<file path="src/hdl/tts_pkg.sv">
// Shared types and constants for the TLV tag search block.
// Used by the channel interfaces, the parser, the output buffer and the top level.
`timescale 1ns / 1ps
`default_nettype none

package tts_pkg;

	localparam int BYTE_W    = 8;
	localparam int LEN_W     = 16;
	localparam int CFG_IDX_W = 2;
	localparam int CFG_DAT_W = 16;

	localparam logic [BYTE_W-1:0] LONG_LEN_MARK = 8'h82;

	localparam logic [CFG_IDX_W-1:0] CFG_TARGET_TAG = 2'd0;
	localparam logic [CFG_IDX_W-1:0] CFG_MAX_LEN    = 2'd1;

	localparam logic [LEN_W-1:0] MAX_LEN_RESET = 16'd255;

	typedef enum logic [2:0] {
		PH_TAG   = 3'd0,
		PH_LEN   = 3'd1,
		PH_LHI   = 3'd2,
		PH_LLO   = 3'd3,
		PH_SKIP  = 3'd4,
		PH_VALUE = 3'd5,
		PH_DONE  = 3'd6
	} phase_t;

	typedef enum logic [1:0] {
		ST_VALUE    = 2'd0,
		ST_EMPTY    = 2'd1,
		ST_NOTFOUND = 2'd2,
		ST_TOOLONG  = 2'd3
	} status_t;

	typedef struct packed {
		logic [BYTE_W-1:0] data_byte;
		logic              file_start;
		logic              file_end;
	} item_t;

	typedef struct packed {
		logic [BYTE_W-1:0] value_byte;
		status_t           status;
		logic              last;
	} result_t;

	typedef struct packed {
		logic [BYTE_W-1:0] target_tag;
		logic [LEN_W-1:0]  max_value_length;
	} cfg_t;

endpackage

`default_nettype wire

</file>
<file path="src/hdl/tts_if.sv">
// Valid/ready channel interfaces: file bytes in, search results out, register writes.
// Depends on tts_pkg for field widths.
`timescale 1ns / 1ps
`default_nettype none

interface tts_item_if;
	logic                       valid;
	logic                       ready;
	logic [tts_pkg::BYTE_W-1:0] data_byte;
	logic                       file_start;
	logic                       file_end;

	modport source (output valid, data_byte, file_start, file_end, input ready);
	modport sink   (input valid, data_byte, file_start, file_end, output ready);
endinterface

interface tts_result_if;
	logic                       valid;
	logic                       ready;
	logic [tts_pkg::BYTE_W-1:0] value_byte;
	logic [1:0]                 status;
	logic                       last;

	modport source (output valid, value_byte, status, last, input ready);
	modport sink   (input valid, value_byte, status, last, output ready);
endinterface

interface tts_cfg_if;
	logic                          valid;
	logic                          ready;
	logic [tts_pkg::CFG_IDX_W-1:0] index;
	logic [tts_pkg::CFG_DAT_W-1:0] data;

	modport source (output valid, index, data, input ready);
	modport sink   (input valid, index, data, output ready);
endinterface

`default_nettype wire

</file>
<file path="src/hdl/tts_parser.sv">
// Record parser: holds the walk state and decides the result for each accepted byte.
// Depends on tts_pkg for phase, item, result and config types.
`timescale 1ns / 1ps
`default_nettype none

module tts_parser (
	input  wire logic             clk,
	input  wire logic             arst_n,
	input  wire logic             accept,
	input  wire tts_pkg::item_t   item,
	input  wire tts_pkg::cfg_t    cfg,
	output tts_pkg::result_t      res,
	output logic                  res_vld
);

	tts_pkg::phase_t                phase_q, phase_d;
	logic                           tag_matched_q, tag_matched_d;
	logic [tts_pkg::BYTE_W-1:0]     length_high_q, length_high_d;
	logic [tts_pkg::LEN_W-1:0]      bytes_left_q, bytes_left_d;

	tts_pkg::phase_t                ph;
	logic                           tm;
	logic [tts_pkg::BYTE_W-1:0]     lh;
	logic [tts_pkg::LEN_W-1:0]      bl;
	logic [tts_pkg::LEN_W-1:0]      bl_dec;
	logic [tts_pkg::LEN_W-1:0]      len;

	always_comb begin
		// a file start restarts the walk before this byte is looked at
		ph = item.file_start ? tts_pkg::PH_TAG : phase_q;
		tm = item.file_start ? 1'b0 : tag_matched_q;
		lh = item.file_start ? '0 : length_high_q;
		bl = item.file_start ? '0 : bytes_left_q;
		bl_dec = bl - tts_pkg::LEN_W'(1);
		len = (ph == tts_pkg::PH_LLO) ? {lh, item.data_byte}
			: {{(tts_pkg::LEN_W-tts_pkg::BYTE_W){1'b0}}, item.data_byte};

		phase_d = ph;
		tag_matched_d = tm;
		length_high_d = lh;
		bytes_left_d = bl;
		res_vld = 1'b0;
		res.value_byte = '0;
		res.status = tts_pkg::ST_NOTFOUND;
		res.last = 1'b1;

		case (ph)
			tts_pkg::PH_TAG: begin
				tag_matched_d = (item.data_byte == cfg.target_tag);
				phase_d = tts_pkg::PH_LEN;
			end
			tts_pkg::PH_LHI: begin
				length_high_d = item.data_byte;
				phase_d = tts_pkg::PH_LLO;
			end
			tts_pkg::PH_LEN, tts_pkg::PH_LLO: begin
				if (ph == tts_pkg::PH_LEN && item.data_byte == tts_pkg::LONG_LEN_MARK) begin
					phase_d = tts_pkg::PH_LHI;
				end else if (tm) begin
					if (len == '0) begin
						phase_d = tts_pkg::PH_DONE;
						res_vld = 1'b1;
						res.status = tts_pkg::ST_EMPTY;
					end else if (len > cfg.max_value_length) begin
						phase_d = tts_pkg::PH_DONE;
						res_vld = 1'b1;
						res.status = tts_pkg::ST_TOOLONG;
					end else begin
						bytes_left_d = len;
						phase_d = tts_pkg::PH_VALUE;
					end
				end else if (len == '0) begin
					phase_d = tts_pkg::PH_TAG;
				end else begin
					bytes_left_d = len;
					phase_d = tts_pkg::PH_SKIP;
				end
			end
			tts_pkg::PH_SKIP: begin
				bytes_left_d = bl_dec;
				if (bl_dec == '0)
					phase_d = tts_pkg::PH_TAG;
			end
			tts_pkg::PH_VALUE: begin
				bytes_left_d = bl_dec;
				res_vld = 1'b1;
				if (bl_dec == '0) begin
					phase_d = tts_pkg::PH_DONE;
					res.value_byte = item.data_byte;
					res.status = tts_pkg::ST_VALUE;
				end else if (item.file_end) begin
					// value cut short by the end of the file
					phase_d = tts_pkg::PH_DONE;
				end else begin
					res.value_byte = item.data_byte;
					res.status = tts_pkg::ST_VALUE;
					res.last = 1'b0;
				end
			end
			default: begin
				phase_d = ph;
			end
		endcase

		if (!res_vld && item.file_end && phase_d != tts_pkg::PH_DONE) begin
			phase_d = tts_pkg::PH_DONE;
			res_vld = 1'b1;
			res.status = tts_pkg::ST_NOTFOUND;
		end
	end

	always_ff @(posedge clk or negedge arst_n) begin
		if (!arst_n) begin
			phase_q <= tts_pkg::PH_TAG;
			tag_matched_q <= 1'b0;
			length_high_q <= '0;
			bytes_left_q <= '0;
		end else if (accept) begin
			phase_q <= phase_d;
			tag_matched_q <= tag_matched_d;
			length_high_q <= length_high_d;
			bytes_left_q <= bytes_left_d;
		end
	end

endmodule

`default_nettype wire

</file>
<file path="src/hdl/tts_out_buf.sv">
// Registered result stage with one skid entry, so the input side runs while a result waits.
// Depends on tts_pkg for the result type.
`timescale 1ns / 1ps
`default_nettype none

module tts_out_buf (
	input  wire logic             clk,
	input  wire logic             arst_n,
	input  wire logic             push,
	input  wire tts_pkg::result_t push_data,
	output logic                  can_push,
	output logic                  out_vld,
	input  wire logic             out_rdy,
	output tts_pkg::result_t      out_data
);

	logic             main_vld_q, skid_vld_q;
	tts_pkg::result_t main_q, skid_q;
	logic             pop;

	assign pop      = main_vld_q && out_rdy;
	assign can_push = !skid_vld_q;
	assign out_vld  = main_vld_q;
	assign out_data = main_q;

	always_ff @(posedge clk or negedge arst_n) begin
		if (!arst_n) begin
			main_vld_q <= 1'b0;
			skid_vld_q <= 1'b0;
		end else if (skid_vld_q) begin
			if (pop) begin
				skid_vld_q <= 1'b0;
			end
		end else if (push) begin
			if (!main_vld_q || pop) begin
				main_vld_q <= 1'b1;
			end else begin
				skid_vld_q <= 1'b1;
			end
		end else if (pop) begin
			main_vld_q <= 1'b0;
		end
	end

	// payload: advance skid into main on a pop, else load the pushed result
	always_ff @(posedge clk) begin
		if (skid_vld_q) begin
			if (pop)
				main_q <= skid_q;
		end else if (push) begin
			if (!main_vld_q || pop)
				main_q <= push_data;
			else
				skid_q <= push_data;
		end
	end

endmodule

`default_nettype wire

</file>
<file path="src/hdl/tlv_tag_search.sv">
// TLV tag search top level: configuration registers, record parser and result stage.
// Depends on tts_pkg, tts_if, tts_parser and tts_out_buf.
//
// Usage:
//   item   - file bytes, one per transaction, with file_start on the first byte
//            and file_end on the last. Each byte walks the tag/length/value records.
//   result - value bytes of the matching record (status 0, last on the final one)
//            or a single status transaction: found empty, not found or too long.
//            A value cut short ends with a not-found status. After the final
//            result, bytes are dropped until the next file_start.
//   cfg    - register writes (index 0 target_tag, index 1 max_value_length),
//            always ready; write only while the block is idle.
// A result is registered in the result stage, passing through the skid entry
// when the main entry still waits. Throughput: one byte per cycle while item
// ready is high, set by the parser logic between walk state and result stage.
// When the receiver stalls, one further result is held in a skid entry; item
// ready then drops until the waiting result is taken.
// Reset clears the walk state so the first byte is read as a tag, sets
// target_tag to 0 and max_value_length to 255, and empties the result stage.
`timescale 1ns / 1ps
`default_nettype none

module tlv_tag_search (
	input  wire logic   clk,
	input  wire logic   arst_n,
	tts_item_if.sink    item,
	tts_result_if.source result,
	tts_cfg_if.sink     cfg
);

	tts_pkg::cfg_t    cfg_q;
	tts_pkg::item_t   item_in;
	tts_pkg::result_t res, res_out;
	logic             res_vld;
	logic             can_push;
	logic             accept;

	assign cfg.ready = 1'b1;

	always_ff @(posedge clk or negedge arst_n) begin
		if (!arst_n) begin
			cfg_q.target_tag <= '0;
			cfg_q.max_value_length <= tts_pkg::MAX_LEN_RESET;
		end else if (cfg.valid) begin
			case (cfg.index)
				tts_pkg::CFG_TARGET_TAG: cfg_q.target_tag <= cfg.data[tts_pkg::BYTE_W-1:0];
				tts_pkg::CFG_MAX_LEN:    cfg_q.max_value_length <= cfg.data;
				default:                 cfg_q <= cfg_q;
			endcase
		end
	end

	assign item.ready = can_push;
	assign accept = item.valid && can_push;

	assign item_in.data_byte  = item.data_byte;
	assign item_in.file_start = item.file_start;
	assign item_in.file_end   = item.file_end;

	tts_parser u_parser (
		.clk     (clk),
		.arst_n  (arst_n),
		.accept  (accept),
		.item    (item_in),
		.cfg     (cfg_q),
		.res     (res),
		.res_vld (res_vld)
	);

	tts_out_buf u_out_buf (
		.clk       (clk),
		.arst_n    (arst_n),
		.push      (accept && res_vld),
		.push_data (res),
		.can_push  (can_push),
		.out_vld   (result.valid),
		.out_rdy   (result.ready),
		.out_data  (res_out)
	);

	assign result.value_byte = res_out.value_byte;
	assign result.status     = res_out.status;
	assign result.last       = res_out.last;

endmodule

`default_nettype wire

</file>
<file path="src/flat_wrapper.sv">
// flat-port wrapper written by rule: the top's interface ports become plain ports
module tlv_tag_search_flat 
  (clk, arst_n, item_valid, item_data_byte, item_file_start, item_file_end, item_ready, result_valid, result_value_byte, result_status, result_last, result_ready, cfg_valid, cfg_index, cfg_data, cfg_ready);
  tts_item_if item_i ();
  tts_result_if result_i ();
  tts_cfg_if cfg_i ();
  input  wire logic clk;
  input  wire logic arst_n;
  input wire logic [$bits(item_i.valid)-1:0] item_valid;
  input wire logic [$bits(item_i.data_byte)-1:0] item_data_byte;
  input wire logic [$bits(item_i.file_start)-1:0] item_file_start;
  input wire logic [$bits(item_i.file_end)-1:0] item_file_end;
  output wire logic [$bits(item_i.ready)-1:0] item_ready;
  output wire logic [$bits(result_i.valid)-1:0] result_valid;
  output wire logic [$bits(result_i.value_byte)-1:0] result_value_byte;
  output wire logic [$bits(result_i.status)-1:0] result_status;
  output wire logic [$bits(result_i.last)-1:0] result_last;
  input wire logic [$bits(result_i.ready)-1:0] result_ready;
  input wire logic [$bits(cfg_i.valid)-1:0] cfg_valid;
  input wire logic [$bits(cfg_i.index)-1:0] cfg_index;
  input wire logic [$bits(cfg_i.data)-1:0] cfg_data;
  output wire logic [$bits(cfg_i.ready)-1:0] cfg_ready;
  assign item_i.valid = item_valid;
  assign item_i.data_byte = item_data_byte;
  assign item_i.file_start = item_file_start;
  assign item_i.file_end = item_file_end;
  assign item_ready = item_i.ready;
  assign result_valid = result_i.valid;
  assign result_value_byte = result_i.value_byte;
  assign result_status = result_i.status;
  assign result_last = result_i.last;
  assign result_i.ready = result_ready;
  assign cfg_i.valid = cfg_valid;
  assign cfg_i.index = cfg_index;
  assign cfg_i.data = cfg_data;
  assign cfg_ready = cfg_i.ready;
  tlv_tag_search u_core (.clk(clk), .arst_n(arst_n), .item(item_i), .result(result_i), .cfg(cfg_i));
endmodule
</file>
<file path="config.mk">
export PLATFORM = sky130hd
export DESIGN_NAME = tlv_tag_search_flat
export DESIGN_NICKNAME = d
export VERILOG_FILES = /design/src/hdl/tts_pkg.sv /design/src/hdl/tts_if.sv /design/src/hdl/tts_parser.sv /design/src/hdl/tts_out_buf.sv /design/src/hdl/tlv_tag_search.sv /design/src/flat_wrapper.sv
export SDC_FILE = /design/constraint.sdc
export NUM_CORES = 1
export LEC_CHECK = 0
export BUFFER_PORTS_ARGS = -buffer_cell sky130_fd_sc_hd__buf_2
export CAP_MARGIN = 20
export CORE_UTILIZATION = 45
export CTS_CLUSTER_DIAMETER = 30
export DETAILED_ROUTE_END_ITERATION = 12
export PLACE_DENSITY = 0.71
export SLEW_MARGIN = 20
export SYNTH_ARGS = -nofsm -noshare
export SYNTH_HDL_FRONTEND = slang
export SYNTH_SLANG_ARGS = --single-unit
</file>
<file path="constraint.sdc">
create_clock -name clk -period 3.9 [get_ports clk]
set_input_delay 0.39 -clock clk [delete_from_list [all_inputs] [get_ports clk]]
set_output_delay 0.39 -clock clk [all_outputs]
set_load 0.1 [all_outputs]
</file>
==> results of run 1 <==
sequential cells by signal, summed over array words and instances (netlist names):
register	count
u_core.cfg_q	24
u_core.u_parser.bytes_left_q	16
u_core.u_out_buf.out_data	11
u_core.u_out_buf.skid_q	11
u_core.u_parser.length_high_q	8
u_core.u_parser.phase_q	3
u_core.u_out_buf.out_vld	1
u_core.u_out_buf.skid_vld_q	1
u_core.u_parser.tag_matched_q	1
per-layer routing:
layer	track usage	vias to the layer above
met2	0.392	174
met4	0.0845	0
met5	0	-
met3	0.0390	20
met1	0.324	2026
li1	-	1959
final cells by class:
| type | count | area (µm²) | share of cell area |
|---|---|---|---|
| multi-input cells | 390 | 2600 | 0.486 |
| flip-flops and latches | 76 | 2020 | 0.378 |
| repair buffers | 52 | 278 | 0.0519 |
| well taps | 136 | 170 | 0.0318 |
| clock buffers | 10 | 128 | 0.0239 |
| inverters | 24 | 90.1 | 0.0168 |
| clock inverters | 6 | 63.8 | 0.0119 |
critical path, cell delays in order (launching register included):
cell and delay, ns:
dfrtp_1 0.49, and4bb_2 0.33, and2_1 0.18, ha_1 0.32
a21oi_1 0.17, o21ai_0 0.12, or3_1 0.32, o22a_1 0.23
o21ai_2 0.33, nand2_1 0.43, mux2_2 0.40, o21ai_0 0.14
cell usage after synthesis, drive strengths merged (2+ instances only):
cell    count  area (µm²)
mux2       26         293
dfrtp      46        1150
inv        24        90.1
edfxtp     22         661
and4        3        26.3
nor4b       3        26.3
nor3       11        66.3
or3         6        37.5
a22oi       3        22.5
dfstp       8         210
nand2b      8        50.1
nand4b      3        26.3
o21a        2        22.5
mux2i       5        50.1
nor2       38         159
and2       25         156
o21ai      44         224
nor4        7        58.8
a31o        9        78.8
a211o       5        43.8
a21o        2        15.0
a311o       2        20.0
o22ai       3        18.8
a211oi      4        30.0
clkbuf     16        60.1
buf         6        51.3
nand2      49         186
a21boi      4        30.0
nand4       7        43.8
nor2b       9        56.3
o211ai      7        52.6
nand3      16        80.1
nor3b       5        37.5
o31ai       5        37.5
a21oi      26         134
xnor2       9        78.8
ha         17         213
a31oi       7        43.8
nand3b      3        22.5
power breakdown:
part | total [mW] | switching (mW) | internal (mW)
Combinational | 0.226 | 0.118 | 0.108
Clock | 0.604 | 0.308 | 0.296
Sequential | 0.904 | 0.0291 | 0.875
Total | 1.73 | 0.455 | 1.28
logic make-up (layout without fill, tap and decap cells):
family / Yosys count / after routing / synth area share
muxes: 31 / 31 / 0.0712
and+or+nand+nor: 199 / 199 / 0.227
buffers and inverters: 46 / 92 / 0.0418
other: 1 / 1 / 0.000779
xor gates and xnor gates: 9 / 9 / 0.0164
AOI/OAI and AO/OA: 133 / 133 / 0.179
DFF: 76 / 76 / 0.420
adders and majority gates: 17 / 17 / 0.0442
final timing paths:
kind,to,slack [ns],depth (start not counted)
max,u_core.u_parser.bytes_left_q[1]$_DFFE_PN0P_,0.35,11
max reg2reg,u_core.u_parser.bytes_left_q[1]$_DFFE_PN0P_,0.35,11
min in group clk,u_core.cfg_q[14]$_DFFE_PN0P_,0.26,2
max in group asynchronous,u_core.cfg_q[0]$_DFFE_PN1P_,2.98,2
min,u_core.u_parser.bytes_left_q[2]$_DFFE_PN0P_,0.05,1
min reg2reg,u_core.u_out_buf.out_data[2]$_DFFE_PP_,0.51,2
through the flow:
step / utilization / worst slack (ns)
floorplan: - / 0.101
global placement: 0.497 / 0.518
detailed placement: 0.497 / 0.407
CTS: 0.515 / 0.383
global route: 0.516 / 0.120
finish: 0.516 / 0.348
cells in the final DEF, fill, tap and decap left out, types with 7 or more instances in the layout:
| cell type | synthesis | routed |
|---|---|---|
| a21oi_1 | 25 | 25 |
| a31o_2 | 9 | 9 |
| a31oi_1 | 7 | 7 |
| and2_1 | 25 | 25 |
| buf_2 | 2 | 45 |
| buf_4 | 1 | 7 |
| clkbuf_8 | 0 | 9 |
| dfrtp_1 | 46 | 46 |
| dfstp_2 | 8 | 8 |
| edfxtp_1 | 22 | 22 |
| ha_1 | 17 | 17 |
| inv_1 | 24 | 24 |
| mux2_2 | 26 | 26 |
| nand2_1 | 48 | 48 |
| nand2b_1 | 8 | 8 |
| nand3_1 | 16 | 16 |
| nand4_1 | 7 | 7 |
| nor2_1 | 37 | 37 |
| nor2b_1 | 9 | 9 |
| nor3_1 | 10 | 10 |
| o211ai_1 | 7 | 7 |
| o21ai_0 | 38 | 38 |
| xnor2_1 | 9 | 9 |
==> results.json, run 1 <==
{
  "status": "finished clean",
  "final_nets": 603,
  "final.period_utilization": 0.911,
  "grtUsageTotal": 0.241,
  "worstPathMaxFanout": 12,
  "postCtsSetupBuffers": 0,
  "finalNonFillerCells": 694,
  "end_kind": "flop",
  "fin_area_um2": 5350,
  "grt_pass1_wl_um": 20700,
  "grt_overflow": 0,
  "synth_flop_cell": "dfrtp_1",
  "n_antenna_cell": 0,
  "drive_gt1_frac": 0.215,
  "clkTransAtPathRegs_ns": 0.08,
  "wl_met2_um": 6150,
  "synthArstFlopShare": 0.711,
  "worstSetupPathType": "reg2reg",
  "hold_ws_ns": 0.0468,
  "io_pins": 47,
  "fill_cells": 963,
  "wl_met3_um": 800,
  "setup_viol": 0,
  "cts_root_buffer": "clkbuf_8",
  "place_congestion": 0.880,
  "cts_buffers": 9,
  "synthToLayoutAreaGrowth_pct": 11.1,
  "fp.dieH_um": 105,
  "fmax_mhz": 282,
  "post_drt_wl_per_cell_um": 18.3,
  "p_leak_nw": 2.21,
  "r2r_start": "u_core.u_parser.phase_q[2]$_DFFE_PN0P_",
  "rsz0062_at_grt": "false",
  "arrival_ns": 3.83,
  "top_layer": "met4",
  "tightestPinTransition_ns": 0.950,
  "finalCriticalPeriod_ns": 3.55,
  "rows": 37,
  "antenna_found_initial": 0,
  "hp-class": "in2async",
  "grt_pass1_vias": 3945,
  "skew_ns": 0.0130,
  "design.die.area_um2": 11100,
  "h-tree-depth": 3,
  "grt_max_degree": 44,
  "totalPowerFinal_mw": 1.73,
  "postCtsResizedCells": 0,
  "drt-initial-drc-count": 430,
  "dp_hpwl_um": 9210,
  "die_x_um": 105,
  "crit_start": "u_core.u_parser.phase_q[2]$_DFFE_PN0P_",
  "avgSynthCellArea_um2": 9.41,
  "syn_inst": 512,
  "core_area_um2": 10400,
  "clk_latency_ns": 0.36,
  "antenna_left": 0,
  "maxCapViolCount": 0,
  "synth_edf_count": 22,
  "ys_warn_count": 0,
  "drc_errors": 0,
  "via_per_inst": 6.02,
  "met1_length_um": 5490,
  "vdd_drop_max_uv": 282,
  "seq_area_frac_synth": 0.420,
  "placedCellCount": 678,
  "synth_nets": 562,
  "postCtsHoldBufs": 0,
  "vias": 4179,
  "clock_path_buffers": 2,
  "ys_types": 67,
  "place_area_um2": 5150,
  "place.port_buffers": 45,
  "routed_wl_um": 12700,
  "max-slew-margin-rel": 0.360,
  "synth_seq_cells": 76,
  "hold_viol": 0,
  "fin_setup_tns_ns": 0,
  "netlist_area_um2": 4820,
  "p_per_area_nw_per_um2": 324,
  "cp.required_ns": 4.18,
  "drv_slew": 0,
  "initial_utilization": 0.464,
  "dr.pass1.iters": 5,
  "cts_tree": "done",
  "cp-start-kind": "flop",
  "cts_sinks": 76
}
Note: power is estimated with default switching activity, not from simulation.
==> run 2: changes to the inputs <==
Settings changed: SYNTH_HIERARCHICAL from default to 1.
==> run 2 against run 1 <==
Highest routed layer unchanged. Synthesized cell count down 2.7%. Setup slack worse by 0.17 ns. Register-to-register slack worse by 0.17 ns. Cell area up 5.2%. Via count down 0.14%. Critical endpoint is now u_core/u_out_buf/skid_q[10]$_DFFE_PP_. Clock skew down 0.00068 ns. Utilization up 2.4 points. Sequential share of layout area down 1.9 points. Wire length up 0.21%. Sequential power up 43%.
==> results.json, run 2 <==
{
  "synth_edf_count": 22,
  "finalCriticalPeriod_ns": 3.73,
  "rsz0062_at_grt": "false",
  "synth_nets": 548,
  "skew_ns": 0.0123,
  "synth-simple-area-share": 0.221,
  "max-slew-margin-rel": 0.427,
  "end_kind": "flop",
  "ys_warn_count": 6,
  "reg_top3": "u_core/cfg_q x24, u_core/u_parser/bytes_left_q x16",
  "netSwitchingFraction": 0.457,
  "p_leak_nw": 2.42,
  "cts_tree": "done",
  "fin_ws_ns": 0.174,
  "clock_path_buffers": 2,
  "syn_inst": 498,
  "synth_flop_cell": "dfrtp_1",
  "ys_types": 79,
  "hp-class": "in2async",
  "synthTopCellsByArea": "dfrtp_1, edfxtp_1, mux2_2, ha_1, dfstp_2",
  "worstSetupPathType": "reg2reg",
  "h-tree-depth": 3,
  "arrival_ns": 3.79,
  "status": "finished clean",
  "drv_slew": 0,
  "avgSynthCellArea_um2": 9.75,
  "design.die.area_um2": 11200,
  "synthToLayoutAreaGrowth_pct": 15.9,
  "synth_top_family_by_area": "simple AND/OR/NAND/NOR gates",
  "worstPathMaxFanout": 11,
  "p_per_area_nw_per_um2": 642,
  "final.period_utilization": 0.955,
  "fp.dieH_um": 106,
  "postCtsHoldBufs": 0,
  "initial_utilization": 0.466,
  "cp.required_ns": 3.96,
  "wl_met2_um": 6300,
  "synth_top_area_cell": "dfrtp_1",
  "drc_errors": 0,
  "cts_buffers": 9,
  "drt-initial-drc-count": 347,
  "die_x_um": 106,
  "layout_commonest_cell": "nand2_1",
  "core_area_um2": 10400,
  "grtUsageTotal": 0.237,
  "cp-start-kind": "flop",
  "pwr-share-clk": 0.165,
  "post_drt_wl_per_cell_um": 17.9,
  "antenna_found_initial": 0,
  "io_pins": 47,
  "synth_xor_xnor_area_share": 0.0144,
  "intPower_mw": 1.96,
  "maxCapViolCount": 0,
  "met1_length_um": 5400,
  "place.port_buffers": 45,
  "routed_wl_um": 12700,
  "netlist_area_um2": 4860,
  "top_layer": "met4",
  "grt_overflow": 0,
  "clkTransAtPathRegs_ns": 0.08,
  "pwr-share-comb": 0.478,
  "vdd_drop_max_uv": 413,
  "hold_viol": 0,
  "fin_setup_tns_ns": 0,
  "vias": 4173,
  "synth_top_area_frac": 0.237,
  "grt_max_degree": 55,
  "rows": 37,
  "p_sw_mw": 1.65,
  "synth_compound_gate_area_share": 0.157,
  "preCtsSetupSlack_ns": -0.185,
  "synth_most_common_cell": "nand2_1",
  "drive_gt1_frac": 0.294,
  "cts_sinks": 76,
  "dp_hpwl_um": 9480,
  "dr.pass1.iters": 5,
  "final_nets": 617,
  "synth-adder-area-share": 0.0438,
  "tightestPinTransition_ns": 0.859,
  "via_per_inst": 5.89,
  "fmax_mhz": 268,
  "wl_met3_um": 771,
  "seq_area_frac_synth": 0.416,
  "n_antenna_cell": 0,
  "synthArstFlopShare": 0.711,
  "cts_root_buffer": "clkbuf_8",
  "top_register": "u_core/cfg_q",
  "final_cell_mix": "nand2_1, dfrtp_1, buf_2, buf_4",
  "setup_viol": 0,
  "grt_pass1_vias": 4135,
  "utilization": 0.540,
  "grt_pass1_wl_um": 20600,
  "fill_cells": 977,
  "hold_ws_ns": 0.157,
  "antenna_left": 0,
  "largest_register_ffs": 24,
  "synth_mux_area_frac": 0.0938,
  "synth_seq_cells": 76,
  "place_congestion": 0.890,
  "clk_latency_ns": 0.35,
  "p_seq_frac": 0.357,
  "ys_top_cells_by_count": "nand2_1, dfrtp_1, mux2_2, nor2_1, o21ai_0"
}
==> run 2: cell count changes after synthesis, sizes merged, moves of 5 or more <==
cell,delta
nand2b,-5
and2,-6
o21ai,-11
nor2,-6
and4,+5
mux2,+11
nand3,-7
a31o,-7
buf,+6
nand2,+6
nor3,+5
==> run 2: critical path: stages (launching register included) <==
cell and delay, ns:
dfrtp_1 0.38, nor4bb_1 0.30, buf_4 0.20, and2_4 0.15
ha_1 0.24, a21oi_1 0.14, o21ai_1 0.10, or3_1 0.35
o22a_1 0.20, o31ai_2 0.22, buf_4 0.17, o221ai_1 0.15
nand4_1 0.13, a211o_1 0.13, and3_4 0.18, and4bb_2 0.26
buf_12 0.14
==> run 2: layout make-up <==
cell class                      count  area (µm²)  share of cell area
Clock buffer                       10         128              0.0227
Clock inverter                      6        65.1              0.0116
Inverter                           28         105              0.0187
Multi-Input combinational cell    369        2620               0.465
Sequential cell                    76        2020               0.359
Tap cell                          136         170              0.0302
Timing Repair Buffer               83         523              0.0929
==> run 2: routing by layer <==
| layer | up-vias | GRT usage |
|---|---|---|
| met5 | - | 0 |
| li1 | 1967 | - |
| met2 | 158 | 0.391 |
| met3 | 21 | 0.0380 |
| met1 | 2027 | 0.313 |
| met4 | 0 | 0.0883 |
==> run 2: power by group through the flow <==
stage | registers [mW] | clock network [mW] | logic [mW]
final | 1.29 | 0.597 | 1.73
after global routing | 1.32 | 0.634 | 1.86
after floorplan | 1.56 | 0 | 1.04
after detailed placement | 1.31 | 0 | 1.71
after CTS | 1.29 | 0.614 | 1.71
after global placement | 1.29 | 0 | 1.67
==> run 2: final timing paths <==
kind | start | end | slack, ns | cells after the start
worst max register to register | u_core/u_parser/phase_q[2]$_DFFE_PN0P_ | u_core/u_out_buf/skid_q[10]$_DFFE_PP_ | 0.17 | 16
worst min register to register | u_core/cfg_q[13]$_DFFE_PN0P_ | u_core/cfg_q[13]$_DFFE_PN0P_ | 0.51 | 1
max in group asynchronous | arst_n | u_core/u_parser/bytes_left_q[2]$_DFFE_PN0P_ | 3.25 | 2
worst max-delay path | u_core/u_parser/phase_q[2]$_DFFE_PN0P_ | u_core/u_out_buf/skid_q[10]$_DFFE_PP_ | 0.17 | 16
min in group clk | cfg_data[14] | u_core/cfg_q[14]$_DFFE_PN0P_ | 0.26 | 2
worst min-delay path | arst_n | u_core/cfg_q[21]$_DFFE_PN0P_ | 0.16 | 2
==> run 2: metrics by stage <==
step	std cells	total power [mW]	cell area, µm²
final	708	3.62	5630
after CTS	707	3.62	5580
after floorplan	498	2.60	4860
after detailed placement	691	3.01	5390
after global placement	691	2.96	5390
after global routing	708	3.82	5630
==> run 2: timing repair <==
| item | in CTS | in global routing |
|---|---|---|
| endpoints found under the setup margin | 11 | 22 |
| hold endpoints to repair | 0 | 0 |
| buffers inserted | 0 | 1 |
| gates resized for setup | 1 | 8 |
| pin swaps | 0 | 3 |
==> run 2: cell families (layout without fill, tap and decap cells) <==
kind of cell | after synthesis | count (layout)
XOR/XNOR | 8 | 8
buffers and inverters | 53 | 127
other | 1 | 1
adder cells (fa/ha/maj) | 17 | 17
multiplexers | 39 | 39
AO/OA/AOI/OAI | 115 | 115
flip-flops | 76 | 76
AND/OR/NAND/NOR | 189 | 189
==> run 3: changes to the inputs <==
Settings changed: REMOVE_ABC_BUFFERS from default to 1.
==> run 3 against run 2 <==
Clock power rose by 2%. Critical path depth fell by 1. Largest power group unchanged. Non-clock buffer count rose by 1. Die area did not move. Critical path type unchanged. Sequential power barely moved. Utilization rose by 0.25 points. Clock-buffer cell count did not move. Highest routed layer unchanged. Sequential cell count did not move.
==> results.json, run 3 (synthesis results as in run 2) <==
{
  "status": "finished clean",
  "r2r_start": "u_core/u_parser/phase_q[2]$_DFFE_PN0P_",
  "antenna_left": 0,
  "grtUsageTotal": 0.233,
  "design.die.area_um2": 11200,
  "grt_overflow": 0,
  "final_nets": 619,
  "end_kind": "flop",
  "max-slew-margin-rel": 0.434,
  "cts_sinks": 76,
  "p_leak_nw": 2.44,
  "worstSetupPathType": "reg2reg",
  "finalNonFillerCells": 710,
  "worstHoldStart": "cfg_data[9]",
  "tightestPinTransition_ns": 0.845,
  "routed_wl_um": 12700,
  "final.period_utilization": 0.955,
  "place.port_buffers": 45,
  "setup_viol": 0,
  "skew_ns": 0.0120,
  "preCtsSetupSlack_ns": -0.179,
  "clock_path_buffers": 2,
  "cp-start-kind": "flop",
  "finalCriticalPeriod_ns": 3.72,
  "largest_register_ffs": 24,
  "p_per_area_nw_per_um2": 643,
  "layout_commonest_cell": "nand2_1",
  "placedCellCount": 692,
  "dr.pass1.iters": 5,
  "io_pins": 47,
  "fin_ws_ns": 0.175,
  "p_seq_frac": 0.356,
  "synthToLayoutAreaGrowth_pct": 16.4,
  "drive_gt1_frac": 0.293,
  "fmax_mhz": 268,
  "utilization": 0.543,
  "die_x_um": 106,
  "netSwitchingFraction": 0.457,
  "maxCapViolCount": 0,
  "hold_viol": 0,
  "grt_max_degree": 41,
  "post_drt_wl_per_cell_um": 17.9,
  "r2r-end": "u_core/u_out_buf/skid_q[9]$_DFFE_PP_",
  "crit_end": "u_core/u_out_buf/skid_q[9]$_DFFE_PP_",
  "clkTransAtPathRegs_ns": 0.08,
  "rrSetupSlack_ns": 0.18,
  "pwr-share-comb": 0.477,
  "arrival_ns": 3.79,
  "hp-class": "in2reg",
  "crit_start": "u_core/u_parser/phase_q[2]$_DFFE_PN0P_",
  "rows": 37,
  "core_area_um2": 10400,
  "n_antenna_cell": 0,
  "dp_hpwl_um": 9340,
  "worstPathMaxFanout": 6,
  "drc_errors": 0,
  "cts_tree": "done",
  "grt_pass1_vias": 4085,
  "pwr-share-clk": 0.167,
  "cp.required_ns": 3.96,
  "final_cell_mix": "nand2_1, dfrtp_1, buf_2, buf_4",
  "grt_pass1_wl_um": 20400,
  "cts_buffers": 9,
  "clk_latency_ns": 0.36,
  "initial_utilization": 0.466,
  "top_register": "u_core/cfg_q",
  "h-tree-depth": 3,
  "via_per_inst": 5.97,
  "p_sw_mw": 1.66,
  "place_congestion": 0.949,
  "drv_slew": 0,
  "drt-initial-drc-count": 398,
  "antenna_found_initial": 0,
  "intPower_mw": 1.97,
  "fp.dieH_um": 106,
  "reg_top3": "u_core/cfg_q x24, u_core/u_parser/bytes_left_q x16",
  "vias": 4237,
  "vdd_drop_max_uv": 347,
  "worstRegToRegCells": 15,
  "cts_root_buffer": "clkbuf_8",
  "fin_setup_tns_ns": 0
}
## run 3: changes by cell type in the layout (fill, tap and decap cells not counted), sizes merged
cell         change
dlygate4sd3      +1
and4bb           +1
clkinvlp         -2
inv              +1
clkinv           +1
## run 3: area by class of cell
cell class	count	area [µm²]
Sequential cell	76	2020
Clock buffer	10	128
Tap cell	136	170
Fill cell	934	4760
Clock inverter	6	65.1
Multi-Input combinational cell	370	2630
Inverter	28	105
Timing Repair Buffer	84	533
## run 3: repair_timing
action / in CTS / in global routing
setup buffers: 0 / 0
endpoints found under the hold margin: 14 / 0
pin swaps: 0 / 2
setup endpoints to repair: 11 / 24
hold buffers: 1 / 0
gates resized for setup: 1 / 9
gates cloned: 0 / 1
## run 3: power groups by stage
stage               Sequential (mW)  Clock (mW)  Combinational, mW
floorplan                      1.62           0              0.900
global placement               1.28           0               1.66
detailed placement             1.30           0               1.69
CTS                            1.29       0.624               1.70
global route                   1.32       0.657               1.87
finish                         1.29       0.608               1.73
## run 3: through the flow
step	instance area [µm²]	hold WS [ns]	power [mW]
2_1_floorplan	4700	0.0944	2.52
3_3_place_gp	5400	0.330	2.94
3_5_place_dp	5400	0.329	3.00
4_1_cts	5600	0.256	3.61
5_1_grt	5650	0.259	3.85
6_report	5650	0.268	3.64
## run 3: worst min-delay path by stage
stage                                                        endpoint  slack (ns)  cells past startpoint
after floorplan                          u_core/cfg_q[10]$_DFFE_PN0P_        0.09                      0
after global placement    u_core/u_parser/bytes_left_q[5]$_DFFE_PN0P_        0.33                      1
after global routing                     u_core/cfg_q[15]$_DFFE_PN0P_        0.26                      2
after detailed placement  u_core/u_parser/bytes_left_q[5]$_DFFE_PN0P_        0.33                      1
final                                     u_core/cfg_q[9]$_DFFE_PN0P_        0.27                      2
after CTS                                 u_core/cfg_q[9]$_DFFE_PN0P_        0.26                      2
## run 3: critical path, cell delays in order (launching register included)
cell      delay [ns]
dfrtp_1         0.42
nor4bb_2        0.31
buf_4           0.18
and2_1          0.15
ha_1            0.26
a21oi_2         0.15
o21ai_1         0.09
or3_1           0.35
o22a_1          0.21
o31ai_2         0.21
buf_4           0.17
o221ai_1        0.15
nand4_1         0.12
a211o_1         0.13
and3_4          0.21
and4bb_4        0.32
## run 3: per-layer routing
layer  vias to the layer above  global-route usage  part of all wire
li1                       1971                   -                 -
met1                      2063               0.318              0.44
met2                       184               0.376              0.47
met3                        19              0.0386             0.071
met4                         0              0.0744             0.014
met5                         -                   0                 0
